===== config.mk =====
export PLATFORM = sky130hd
export DESIGN_NAME = pbm_p4_stream_decoder
export DESIGN_NICKNAME = d
export VERILOG_FILES = /design/src/rtl/pbm_pkg.sv /design/src/rtl/pbm_ctrl.sv /design/src/rtl/pbm_dp.sv /design/src/rtl/pbm_p4_stream_decoder.sv
export SDC_FILE = /design/constraint.sdc
export NUM_CORES = 1
export LEC_CHECK = 0
export ABC_AREA = 0
export BUFFER_PORTS_ARGS = -buffer_cell sky130_fd_sc_hd__buf_2
export CAP_MARGIN = 40
export CORE_UTILIZATION = 54
export DETAILED_ROUTE_END_ITERATION = 10
export PLACE_DENSITY = 0.72
export SYNTH_ARGS = -nofsm -noshare
export SYNTH_HDL_FRONTEND = slang
export SYNTH_SLANG_ARGS = --single-unit

===== constraint.sdc =====
create_clock -name clk -period 4.2 [get_ports clk]
set_input_delay 0.42 -clock clk [delete_from_list [all_inputs] [get_ports clk]]
set_output_delay 0.42 -clock clk [all_outputs]
set_load 0.005 [all_outputs]

===== src/rtl/pbm_pkg.sv =====
`timescale 1ns / 1ps
// ----------------------------------------------------------------------------
// pbm_pkg
// Shared types and codes of the P4 bitmap stream decoder.
// ----------------------------------------------------------------------------
package pbm_pkg;

    localparam int DIM_BITS_DEFAULT = 16;

    localparam logic [1:0] KIND_HDR = 2'd0;
    localparam logic [1:0] KIND_PIX = 2'd1;
    localparam logic [1:0] KIND_ERR = 2'd2;

    localparam logic [1:0] ERR_NONE  = 2'd0;
    localparam logic [1:0] ERR_MAGIC = 2'd1;
    localparam logic [1:0] ERR_TRUNC = 2'd2;
    localparam logic [1:0] ERR_SIZE  = 2'd3;

    localparam logic [7:0] CH_HASH = 8'h23;
    localparam logic [7:0] CH_P    = 8'h50;
    localparam logic [7:0] CH_4    = 8'h34;
    localparam logic [7:0] CH_LF   = 8'h0A;

    typedef enum logic [12:0] {
        PH_START         = 13'b0000000000001,
        PH_MAGIC_COMMENT = 13'b0000000000010,
        PH_MAGIC_SECOND  = 13'b0000000000100,
        PH_MAGIC_REST    = 13'b0000000001000,
        PH_WS_WIDTH      = 13'b0000000010000,
        PH_COMMENT_WIDTH = 13'b0000000100000,
        PH_WIDTH_DIGITS  = 13'b0000001000000,
        PH_WS_HEIGHT     = 13'b0000010000000,
        PH_COMMENT_HEIGHT= 13'b0000100000000,
        PH_HEIGHT_DIGITS = 13'b0001000000000,
        PH_COMMENT_END   = 13'b0010000000000,
        PH_DATA          = 13'b0100000000000,
        PH_DONE          = 13'b1000000000000
    } phase_t;

    typedef struct packed {
        logic accept;
        logic pix_emit;
    } ctrl_cmd_t;

    typedef struct packed {
        logic res_load;
        logic pix_start;
        logic pix_last;
    } dp_status_t;

endpackage


===== src/rtl/pbm_ctrl.sv =====
`timescale 1ns / 1ps
// ----------------------------------------------------------------------------
// pbm_ctrl
// Handshake controller: takes bytes, sequences pixel output, owns out_valid.
// ----------------------------------------------------------------------------
module pbm_ctrl
    import pbm_pkg::*;
(
    input  logic       clk,
    input  logic       rst_n,
    input  logic       in_valid,
    output logic       in_ready,
    output logic       out_valid,
    input  logic       out_ready,
    input  dp_status_t status,
    output ctrl_cmd_t  cmd
);

    typedef enum logic [1:0] {
        ST_IDLE = 2'b01,
        ST_PIX  = 2'b10
    } ctrl_state_t;

    ctrl_state_t state_reg;
    ctrl_state_t state_next;
    logic        out_valid_reg;
    logic        out_valid_next;
    logic        slot_free;

    assign slot_free = !out_valid_reg || out_ready;
    assign out_valid = out_valid_reg;

    always_comb
    begin
        state_next   = state_reg;
        in_ready     = 1'b0;
        cmd.accept   = 1'b0;
        cmd.pix_emit = 1'b0;
        unique case (state_reg)
            ST_IDLE:
            begin
                in_ready   = slot_free;
                cmd.accept = in_valid && slot_free;
                if (cmd.accept && status.pix_start)
                begin
                    state_next = ST_PIX;
                end
            end
            ST_PIX:
            begin
                cmd.pix_emit = slot_free;
                if (slot_free && status.pix_last)
                begin
                    state_next = ST_IDLE;
                end
            end
            default:
            begin
                state_next = ST_IDLE;
            end
        endcase
    end

    always_comb
    begin
        if ((cmd.accept && status.res_load) || cmd.pix_emit)
        begin
            out_valid_next = 1'b1;
        end
        else if (out_ready)
        begin
            out_valid_next = 1'b0;
        end
        else
        begin
            out_valid_next = out_valid_reg;
        end
    end

    always_ff @(posedge clk or negedge rst_n)
    begin
        if (!rst_n)
        begin
            state_reg     <= ST_IDLE;
            out_valid_reg <= 1'b0;
        end
        else
        begin
            state_reg     <= state_next;
            out_valid_reg <= out_valid_next;
        end
    end

endmodule


===== src/rtl/pbm_dp.sv =====
`timescale 1ns / 1ps
// ----------------------------------------------------------------------------
// pbm_dp
// Datapath: header parser, size registers, pixel unpacker, result register.
// ----------------------------------------------------------------------------
module pbm_dp
    import pbm_pkg::*;
#(
    parameter int DIM_BITS = DIM_BITS_DEFAULT
)
(
    input  logic        clk,
    input  logic        rst_n,
    input  logic        cfg_valid,
    input  logic        check_magic,
    input  logic        mode,
    input  logic [7:0]  byte_value,
    input  ctrl_cmd_t   cmd,
    output dp_status_t  status,
    output logic [1:0]  result_kind,
    output logic        pixel_bit,
    output logic [15:0] column,
    output logic [15:0] row,
    output logic [1:0]  error_code,
    output logic        last_of_run
);

    localparam int unsigned DimMaxInt =
        (DIM_BITS >= 16) ? 65535 : ((1 << DIM_BITS) - 1);
    localparam logic [16:0] DimMax = 17'(DimMaxInt);
    localparam logic [16:0] DimCap = DimMax + 17'd1;

    function automatic logic is_ws(input logic [7:0] b);
        return (b == 8'h20) || ((b >= 8'h09) && (b <= 8'h0D));
    endfunction

    function automatic logic is_digit(input logic [7:0] b);
        return (b >= 8'h30) && (b <= 8'h39);
    endfunction

    function automatic logic [16:0] accumulate(input logic [16:0] acc,
                                               input logic [3:0]  d);
        logic [20:0] v;
        v = 21'({acc, 3'b000}) + 21'({acc, 1'b0}) + 21'(d);
        return (v > 21'(DimCap)) ? DimCap : v[16:0];
    endfunction

    phase_t      phase_reg, phase_next, eff_phase;
    logic [16:0] acc_reg, acc_next;
    logic [15:0] width_reg, width_next;
    logic [15:0] height_reg, height_next;
    logic [15:0] col_reg;
    logic [15:0] row_reg;
    logic        failed_reg, failed_next;
    logic        check_magic_reg;
    logic [7:0]  pix_byte_reg;
    logic [2:0]  pix_idx_reg;

    logic        res_load;
    logic [1:0]  res_kind;
    logic [1:0]  res_err;
    logic [15:0] res_col;
    logic [15:0] res_row;
    logic        pix_start;
    logic        hdr_done;
    logic [15:0] hdr_height;
    logic        end_of_row;

    // header parse of the byte on the input; also flags a truncated stream (mode) and the start of a data byte
    always_comb
    begin
        phase_next  = phase_reg;
        acc_next    = acc_reg;
        width_next  = width_reg;
        height_next = height_reg;
        failed_next = failed_reg;
        res_load    = 1'b0;
        res_kind    = KIND_HDR;
        res_err     = ERR_NONE;
        res_col     = '0;
        res_row     = '0;
        pix_start   = 1'b0;
        hdr_done    = 1'b0;
        hdr_height  = height_reg;
        eff_phase   = (phase_reg == PH_START && !check_magic_reg) ? PH_WS_WIDTH : phase_reg;

        if (!failed_reg)
        begin
            if (mode)
            begin
                if (phase_reg != PH_DONE)
                begin
                    res_load    = 1'b1;
                    res_kind    = KIND_ERR;
                    res_err     = ERR_TRUNC;
                    failed_next = 1'b1;
                end
            end
            else
            begin
                phase_next = eff_phase;
                unique case (eff_phase)
                    PH_START:
                    begin
                        if (byte_value == CH_HASH)
                        begin
                            phase_next = PH_MAGIC_COMMENT;
                        end
                        else if (byte_value == CH_P)
                        begin
                            phase_next = PH_MAGIC_SECOND;
                        end
                        else
                        begin
                            res_err = ERR_MAGIC;
                        end
                    end
                    PH_MAGIC_COMMENT:
                    begin
                        if (byte_value == CH_LF)
                        begin
                            phase_next = PH_START;
                        end
                    end
                    PH_MAGIC_SECOND:
                    begin
                        if (byte_value == CH_4)
                        begin
                            phase_next = PH_MAGIC_REST;
                        end
                        else
                        begin
                            res_err = ERR_MAGIC;
                        end
                    end
                    PH_MAGIC_REST:
                    begin
                        if (byte_value == CH_LF)
                        begin
                            phase_next = PH_WS_WIDTH;
                        end
                    end
                    PH_WS_WIDTH, PH_WS_HEIGHT:
                    begin
                        if (is_ws(byte_value))
                        begin
                            phase_next = eff_phase;
                        end
                        else if (byte_value == CH_HASH)
                        begin
                            phase_next = (eff_phase == PH_WS_WIDTH) ?
                                         PH_COMMENT_WIDTH : PH_COMMENT_HEIGHT;
                        end
                        else if (!is_digit(byte_value))
                        begin
                            res_err = ERR_MAGIC;
                        end
                        else
                        begin
                            acc_next   = accumulate(17'd0, byte_value[3:0]);
                            phase_next = (eff_phase == PH_WS_WIDTH) ?
                                         PH_WIDTH_DIGITS : PH_HEIGHT_DIGITS;
                        end
                    end
                    PH_COMMENT_WIDTH:
                    begin
                        if (byte_value == CH_LF)
                        begin
                            phase_next = PH_WS_WIDTH;
                        end
                    end
                    PH_COMMENT_HEIGHT:
                    begin
                        if (byte_value == CH_LF)
                        begin
                            phase_next = PH_WS_HEIGHT;
                        end
                    end
                    PH_WIDTH_DIGITS, PH_HEIGHT_DIGITS:
                    begin
                        if (is_digit(byte_value))
                        begin
                            acc_next = accumulate(acc_reg, byte_value[3:0]);
                        end
                        else if (!is_ws(byte_value) && byte_value != CH_HASH)
                        begin
                            res_err = ERR_MAGIC;
                        end
                        else if (acc_reg > DimMax)
                        begin
                            res_err = ERR_SIZE;
                        end
                        else if (eff_phase == PH_WIDTH_DIGITS)
                        begin
                            width_next = acc_reg[15:0];
                            acc_next   = '0;
                            phase_next = (byte_value == CH_HASH) ?
                                         PH_COMMENT_HEIGHT : PH_WS_HEIGHT;
                        end
                        else
                        begin
                            height_next = acc_reg[15:0];
                            acc_next    = '0;
                            if (byte_value == CH_HASH)
                            begin
                                phase_next = PH_COMMENT_END;
                            end
                            else
                            begin
                                hdr_done   = 1'b1;
                                hdr_height = acc_reg[15:0];
                            end
                        end
                    end
                    PH_COMMENT_END:
                    begin
                        if (byte_value == CH_LF)
                        begin
                            hdr_done = 1'b1;
                        end
                    end
                    PH_DATA:
                    begin
                        pix_start = 1'b1;
                    end
                    PH_DONE:
                    begin
                        phase_next = PH_DONE;
                    end
                    default:
                    begin
                        phase_next = PH_DONE;
                    end
                endcase

                if (res_err != ERR_NONE)
                begin
                    res_load    = 1'b1;
                    res_kind    = KIND_ERR;
                    failed_next = 1'b1;
                    phase_next  = phase_reg;
                end
                else if (hdr_done)
                begin
                    res_load   = 1'b1;
                    res_kind   = KIND_HDR;
                    res_col    = width_reg;
                    res_row    = hdr_height;
                    phase_next = (width_reg == '0 || hdr_height == '0) ? PH_DONE : PH_DATA;
                end
            end
        end
    end

    assign end_of_row = (col_reg == width_reg - 16'd1);

    assign status.res_load  = res_load;
    assign status.pix_start = pix_start;
    assign status.pix_last  = (pix_idx_reg == 3'd7) || end_of_row;

    always_ff @(posedge clk or negedge rst_n)
    begin
        if (!rst_n)
        begin
            phase_reg       <= PH_START;
            acc_reg         <= '0;
            width_reg       <= '0;
            height_reg      <= '0;
            col_reg         <= '0;
            row_reg         <= '0;
            failed_reg      <= 1'b0;
            check_magic_reg <= 1'b1;
            pix_idx_reg     <= '0;
        end
        else
        begin
            if (cfg_valid)
            begin
                check_magic_reg <= check_magic;
            end
            if (cmd.accept)
            begin
                phase_reg   <= phase_next;
                acc_reg     <= acc_next;
                width_reg   <= width_next;
                height_reg  <= height_next;
                failed_reg  <= failed_next;
                pix_idx_reg <= '0;
                if (hdr_done && res_err == ERR_NONE)
                begin
                    col_reg <= '0;
                    row_reg <= '0;
                end
            end
            else if (cmd.pix_emit)
            begin
                pix_idx_reg <= pix_idx_reg + 3'd1;
                if (end_of_row)
                begin
                    col_reg <= '0;
                    row_reg <= row_reg + 16'd1;
                    if (row_reg == height_reg - 16'd1)
                    begin
                        phase_reg <= PH_DONE;
                    end
                end
                else
                begin
                    col_reg <= col_reg + 16'd1;
                end
            end
        end
    end

    always_ff @(posedge clk)
    begin
        if (cmd.accept && pix_start)
        begin
            pix_byte_reg <= byte_value;
        end
        else if (cmd.pix_emit)
        begin
            pix_byte_reg <= {pix_byte_reg[6:0], 1'b0};
        end

        if (cmd.accept && res_load)
        begin
            result_kind <= res_kind;
            pixel_bit   <= 1'b0;
            column      <= res_col;
            row         <= res_row;
            error_code  <= res_err;
            last_of_run <= 1'b1;
        end
        else if (cmd.pix_emit)
        begin
            result_kind <= KIND_PIX;
            pixel_bit   <= pix_byte_reg[7];
            column      <= col_reg;
            row         <= row_reg;
            error_code  <= ERR_NONE;
            last_of_run <= status.pix_last;
        end
    end

endmodule


===== src/rtl/pbm_p4_stream_decoder.sv =====
`timescale 1ns / 1ps
// ----------------------------------------------------------------------------
// pbm_p4_stream_decoder
// Binary PBM (P4) byte-stream decoder: header parse, then pixel unpacking.
// Header bytes: one per cycle unless out_ready stalls; a header or error
// result shows in the cycle after acceptance. Data byte: shifted from its
// register to the single result register, one pixel per cycle if unstalled.
// Reset: rst_n asynchronous active low, returns to start of file, magic on.
// ----------------------------------------------------------------------------
module pbm_p4_stream_decoder
    import pbm_pkg::*;
#(
    parameter int DIM_BITS = DIM_BITS_DEFAULT
)
(
    input  logic        clk,
    input  logic        rst_n,
    input  logic        cfg_valid,
    output logic        cfg_ready,
    input  logic        check_magic,
    input  logic        in_valid,
    output logic        in_ready,
    input  logic        mode,
    input  logic [7:0]  byte_value,
    output logic        out_valid,
    input  logic        out_ready,
    output logic [1:0]  result_kind,
    output logic        pixel_bit,
    output logic [15:0] column,
    output logic [15:0] row,
    output logic [1:0]  error_code,
    output logic        last_of_run
);

    ctrl_cmd_t  cmd;
    dp_status_t status;

    assign cfg_ready = 1'b1;

    pbm_ctrl u_ctrl (
        .clk       (clk),
        .rst_n     (rst_n),
        .in_valid  (in_valid),
        .in_ready  (in_ready),
        .out_valid (out_valid),
        .out_ready (out_ready),
        .status    (status),
        .cmd       (cmd)
    );

    pbm_dp #(
        .DIM_BITS (DIM_BITS)
    ) u_dp (
        .clk         (clk),
        .rst_n       (rst_n),
        .cfg_valid   (cfg_valid),
        .check_magic (check_magic),
        .mode        (mode),
        .byte_value  (byte_value),
        .cmd         (cmd),
        .status      (status),
        .result_kind (result_kind),
        .pixel_bit   (pixel_bit),
        .column      (column),
        .row         (row),
        .error_code  (error_code),
        .last_of_run (last_of_run)
    );

endmodule


# Word-level counts from Yosys, hierarchy flattened
# Cells that the tools add are included.
[classes]
n_eq_ne = 36
n_addsub = 7
mux = 120
reduce_logical = 40
magnitude_cmp = 7
div = 0
n_mul = 0
shifts = 0
n_bitwise = 6
[ops]
columns = ["operator", "count"]
rows = [
  ["$mux 16", 27],
  ["$mux 13", 24],
  ["$mux 17", 8],
  ["$pmux 13 s8", 1],
  ["$mux 2", 20],
  ["$pmux 17 s2", 1],
  ["$add 16x1->16 const B", 2],
  ["$eq 16x16->1", 2],
  ["$logic_not 16->1", 2],
  ["$sub 16x1->16 const B", 2],
  ["$mux 1", 29],
  ["$eq 13x1->1 const B", 2],
  ["$eq 8x6->1 const B", 3],
  ["$add 20x18->21", 1],
  ["$add 21x4->21", 1],
  ["$gt 21x17->1 const B", 1],
  ["$mux 9", 2],
  ["$gt 17x16->1 const B", 1],
  ["$gt 4x17->1 const B", 1],
  ["$mux 8", 2],
  ["$reduce_and 8->1", 2],
  ["$reduce_bool 2->1", 8],
  ["$eq 13x10->1 const B", 1],
  ["$eq 13x11->1 const B", 1],
  ["other kinds (39)", 72],
]
[totals]
out_inout_bits = 41
mem_bits_ro = 0
latchBits = 0
elab_cells = 234
inputBits = 15
ram_bits = 0
n_memories = 0
register_bits = 148

# Longest topological paths before layout
[depth]
word_depth = 19
ltp_mapped = 14
depth_no_buf = 13

# Modules after synthesis
# Synthesis repeated with hierarchy kept, for this count alone.
[hier_totals]
hier_cells = 1071
hier_area_um2 = 10368.7
[modules_own_cells]
columns = ["mod", "cells_each", "area_each_um2", "seq_area_each_um2", "n_inst"]
rows = [
  ["pbm_dp", 1055, 10192.3, 3841.2, 1],
  ["pbm_ctrl", 14, 165.2, 76.3, 1],
  ["pbm_p4_stream_decoder", 2, 11.3, 0.0, 1],
]

# Least setup slack after synthesis
# Ideal clock, no wire load.
[synth_path]
path_type = "input port to flip-flop"
startpoint = "input port byte_value[1]"
endpoint = "register u_dp.column[0] (enable)"
arrival_time_ps = 3594
path_stages = 11
required_ps = 3696
path_buffers = 3
path_slack_ps = 103
path_cell_list = "clkbuf_1 > nor4bb_1 > nand3_1 > and3_1 > a32o_1 > a311o_1 > nor2_1 > a21o_1 > clkbuf_1 > buf_1 > nand2_1"
[synth_via]
elab_chain_cells = 16
word_cells_on_any_way = 42
[synth_lines]
columns = ["element", "line", "source"]
rows = [
  ["from (decl)", "pbm_p4_stream_decoder.sv:24", "input logic [7:0] byte_value,"],
  ["$ge 8x4->1 or $le 8x4->1 (tied branches)", "pbm_dp.sv:34", "return (b == 8'h20) || ((b >= 8'h09) && (b <= 8'h0D));"],
  ["$logic_and 1x1->1", "pbm_dp.sv:34", ""],
  ["$logic_or 1x1->1", "pbm_dp.sv:34", ""],
  ["$logic_not 1->1", "pbm_dp.sv:185", "else if (!is_ws(byte_value) && byte_value != CH_HASH)"],
  ["$logic_and 1x1->1", "pbm_dp.sv:185", ""],
  ["$mux 2 or $mux 1 (tied branches)", "pbm_dp.sv:185", ""],
  ["$mux 2 or $mux 1 (tied branches)", "pbm_dp.sv:181", "if (is_digit(byte_value))"],
  ["$pmux 2 s4 or $pmux 1 s2 (tied branches)", "pbm_dp.sv:102", "unique case (eff_phase)"],
  ["$mux 2 or $mux 1 (tied branches)", "pbm_dp.sv:89", "if (mode)"],
  ["$mux 2 or $mux 1 (tied branches)", "pbm_dp.sv:87", "if (!failed_reg)"],
  ["$reduce_bool 2->1 or $mux 1 (tied branches)", "pbm_dp.sv:236, pbm_dp.sv:243", ""],
  ["$mux 1 (*)", "pbm_dp.sv:236", "if (res_err != ERR_NONE)"],
  ["$mux 1 (*)", "pbm_dp.sv:89", ""],
  ["$mux 1 (*)", "pbm_dp.sv:87", ""],
  ["$logic_and 1x1->1 (*)", "pbm_dp.sv:326", "if (cmd.accept && res_load)"],
  ["$reduce_bool 2->1 (no source line) (*)", "--", ""],
  ["to (signal assigned)", "pbm_dp.sv:330", "column <= res_col;"],
  ["to (signal assigned)", "pbm_dp.sv:339", "column <= col_reg;"],
  ["to (decl)", "pbm_dp.sv:22", "output logic [15:0] column,"],
]
# Every way passes the cells marked *; elsewhere a longest branch is shown, timed or not. The select of a mux whose other input is x is not followed.
# A chain may end at the register's enable or synchronous reset.

# Worst setup path in the final report
[layout_path]
startpoint = "register u_dp.width_reg[3]"
endpoint = "register u_dp.phase_reg[9]"
[layout_via]
elab_chain_cells = 4
[layout_lines]
columns = ["element", "line", "source"]
rows = [
  ["from (decl)", "pbm_dp.sv:50", "logic [15:0] width_reg, width_next;"],
  ["from (signal assigned)", "pbm_dp.sv:285", "width_reg <= width_next;"],
  ["$sub 16x1->16", "pbm_dp.sv:255", "assign end_of_row = (col_reg == width_reg - 16'd1);"],
  ["$eq 16x16->1", "pbm_dp.sv:255", ""],
  ["$reduce_bool 2->1 (no source line)", "--", ""],
  ["$reduce_and 6->1 (no source line)", "--", ""],
  ["to (signal assigned)", "pbm_dp.sv:283", "phase_reg <= phase_next;"],
  ["to (decl)", "pbm_dp.sv:48", "phase_t phase_reg, phase_next, eff_phase;"],
]
# No other way between the ends.

==> results.txt <==
----------------------------------------------------
[Placed design]
  Port buffer count ... 54
  Global placement routability congestion ... slightly below 1
  Number of placed cells counting well taps ... 1347
  Detail Placement HPWL ... just under 20000 µm
  Placed instance area ... 10500 µm²

[GRT]
  Global-route wire length before repair ... roughly 43000 µm
  Maximum number of pins on one net before global-route repair ... 50
  Global route overflow ... 0
  Overall fraction of global-route tracks in use ... 29.9%
  Vias in the first global route ... 8127
  Initial antenna violation count ... 0

[Pwr]
  Peak supply drop ... 314 µV
  Final total power ... 0.00319 W
  Cell leakage power ... 4.87 nW
  Total power per unit cell area ... between 200 and 300 nW/µm²

[Floorplanning]
  Effective utilization at floorplan ... 55.2%
  Total die area ... 19000 µm²
  Die H ... 138 µm
  Area inside the core boundary ... 18000 µm²
  Total number of placement rows ... 49
  Count of pins on the block boundary ... 56
  Width of the die ... 138 µm

[Yosys]
  Average instance area after synthesis ... between 9 and 10 µm²
  Ys async rst share ... 68.9%
  Post-Synthesis Cells ... 1097
  Main flop type after synthesis ... dfrtp_1
  Sequential share of the synthesized area ... between 30% and 40%
  Unique cell type count in the Yosys netlist ... 84
  Number of storage elements in the synthesis netlist ... between 100 and 150
  Netlist Area Pre-Place ... 9950 µm²
  Syn_nets ... 1154
  Warnings, synthesis ... 0
  EDFF count, synth ... 44

[Clock network]
  Cts bufs inserted ... 17
  Num Clock Sinks ... approximately 150
  Number of instances resized during post-cts repair ... 0
  Longest Clk Path Bufs ... 2
  Clock-pin slew on the worst setup and hold paths ... 60 ps
  Clock root buffer ... clkbuf_16
  Clock H-tree levels ... 4
  Worst-Skew Late Latency ... 430 ps
  CTS tree ... built

[Cells and area]
  Ratio of cells with drive above 1 in the final layout ... 15.7%
  Area growth from synthesis to final layout ... 11.4%
  Count of nets after finishing ... 1195
  Diodes inserted ... 0
  Commonest non-fill, non-tap cell in the layout ... nand2_1
  Number of flip-flops in the largest register ... 32
  Register area ... 3920 µm²
  Area taken by multi-input logic gates ... 5620 µm²
  Cell area after layout ... 11100 µm²
  Most used cells in the layout excluding fill and tap cells ... nand2_1 (127), dfrtp_1 (99), o21ai_0 (76), nor2_1 (71), buf_2 (53)
  Count of placed standard cells in the final layout, fillers left out ... 1380
  Total of fill cells in the finished design ... 1540

[STA]
  Worst-case clock skew ... 10.4 ps
  Unrepaired setup endpoints after global routing ... no
  Part of the cycle the worst path needs ... between 90% and 100%
  FMAX ... between 200 and 300 MHz
  Max-slew violation total from the final report ... 0
  Final critical delay including setup and external delays ... 3870 ps
  Final setup vio count ... 0
  Hold Violations, Final ... 0
  Setup tns final ... 0 ps
  Relative slew margins ... 47.5%
  Worst hold margin ... 227 ps
  Slew at the pin closest to its max-slew limit ... 780 ps

[Routing]
  Count of unresolved DRC violations after routing ... 0
  Total number of vias ... 8752
  Routed length on met2 ... between 10000 and 15000 µm
  Number of detailed-route iterations in the first pass ... 8
  Routed metal-1 wirelength ... around 12000 µm
  Count of antenna-violating nets left after detailed routing ... 0
  Starting DRT DRC Count ... 784
  Detail-routed via count per cell ... 6.34
  Highest Signal Layer ... met4
  Post-DR wirelength/cell ... 19.5 µm
  Post-detailed-routing wire length ... 26900 µm
  Met3 routed wirelength ... about 1700 µm

[Run status]
  Outcome ... completed

[Hold path]
  Hold path depth ... 2
  Type of the tightest min-delay check ... input port to flop

[Setup path]
  Setup CP Type ... flop to flop
  Register-to-Register Setup Slack ... 330 ps
  Highest net fanout along the worst path ... 11
  Data required time at the worst endpoint ... 4530 ps
  Data arrival, critical path ... 4200 ps
  Critical Path Start Type ... flop
  Register-to-Register Path Depth ... 9
  Kind of end point of the critical path ... flop

[Flow run]
  Max-cap viol count ... 0

----------------------------------------------------
metrics by stage:
step / util [%] / setup slack, ps
final: 61.5 / 328
after global routing: 61.5 / 144
after CTS: 61.5 / 390
after detailed placement: 58.1 / 389
after global placement: 58.1 / 481
after floorplan: - / 103
metal layers:
metal / global-route usage (%) / vias to the layer above
met1: 41.5 / 4211
met5: 0 / -
met4: 9.24 / 0
met3: 4.64 / 51
met2: 47.8 / 373
li1: - / 4117
synthesized netlist by cell type (all sizes together), types with 10 or more instances:
library cell / n / share of area, %
nor3: 38 / 2.0
clkbuf: 51 / 1.9
a21o: 11 / 0.83
or4: 10 / 0.87
mux2: 36 / 4.1
or3: 19 / 1.2
o21ai: 84 / 4.2
xnor2: 42 / 3.7
inv: 38 / 1.4
edfxtp: 44 / 13
a21oi: 45 / 2.3
xor2: 28 / 2.5
nor4: 20 / 1.3
dfrtp: 99 / 25
nand2b: 16 / 1.1
nor2: 71 / 2.7
o31ai: 31 / 2.3
and3: 14 / 0.88
nand2: 127 / 4.8
nand4: 27 / 1.7
mux2i: 17 / 1.7
nand3: 29 / 1.5
ha: 40 / 5.0
buf: 13 / 0.91
area by class of cell:
cell class / count / area share [%]
Clock buffer: 18 / 3.87
Multi-Input combinational cell: 847 / 50.7
Timing Repair Buffer: 86 / 4.65
Sequential cell: 148 / 35.3
Inverter: 38 / 1.29
Tap cell: 229 / 2.58
Clock inverter: 14 / 1.60
worst max-delay path: stages, from the launching register on:
cell and delay (ps):
dfrtp_1 480, or4_4 650, or4_4 510, or4_4 500
a22oi_2 210, o211a_1 220, nand4_1 160, a211o_1 520
nand2b_4 260, o32ai_1 280
worst paths after layout:
kind,startpoint,end
worst max-delay path,u_dp.width_reg[3],u_dp.phase_reg[9]
worst min-delay path,check_magic,u_dp.check_magic_reg
worst max register to register,u_dp.width_reg[3],u_dp.phase_reg[9]
worst min register to register,u_dp.pixel_bit,u_dp.pixel_bit
max in group asynchronous,rst_n,u_dp.phase_reg[7]
min in group asynchronous,rst_n,u_dp.col_reg[8]
power breakdown:
part | switching (W) | total, W | internal, W | leakage [nW]
sequential | 0.00000744 | 0.00149 | 0.00148 | 1.84
combinational | 0.0000835 | 0.000126 | 0.0000420 | 2.74
clock | 0.000635 | 0.00158 | 0.000943 | 0.289
logic make-up after synthesis:
family	after synthesis	share of synthesized area (%)
simple gates	432	22.7
xor+xnor	70	6.16
flops	148	39.4
compound gates	249	16.3
other cells	1	0.0377
fa+ha+maj	42	5.43
buf+inv	102	4.26
mux	53	5.78
what timing repair did:
action | CTS | global route
hold buffers | 1 | 0
setup buffers | 0 | 0
hold endpoints to repair | 7 | 0
(Power assumes the default switching activity.)
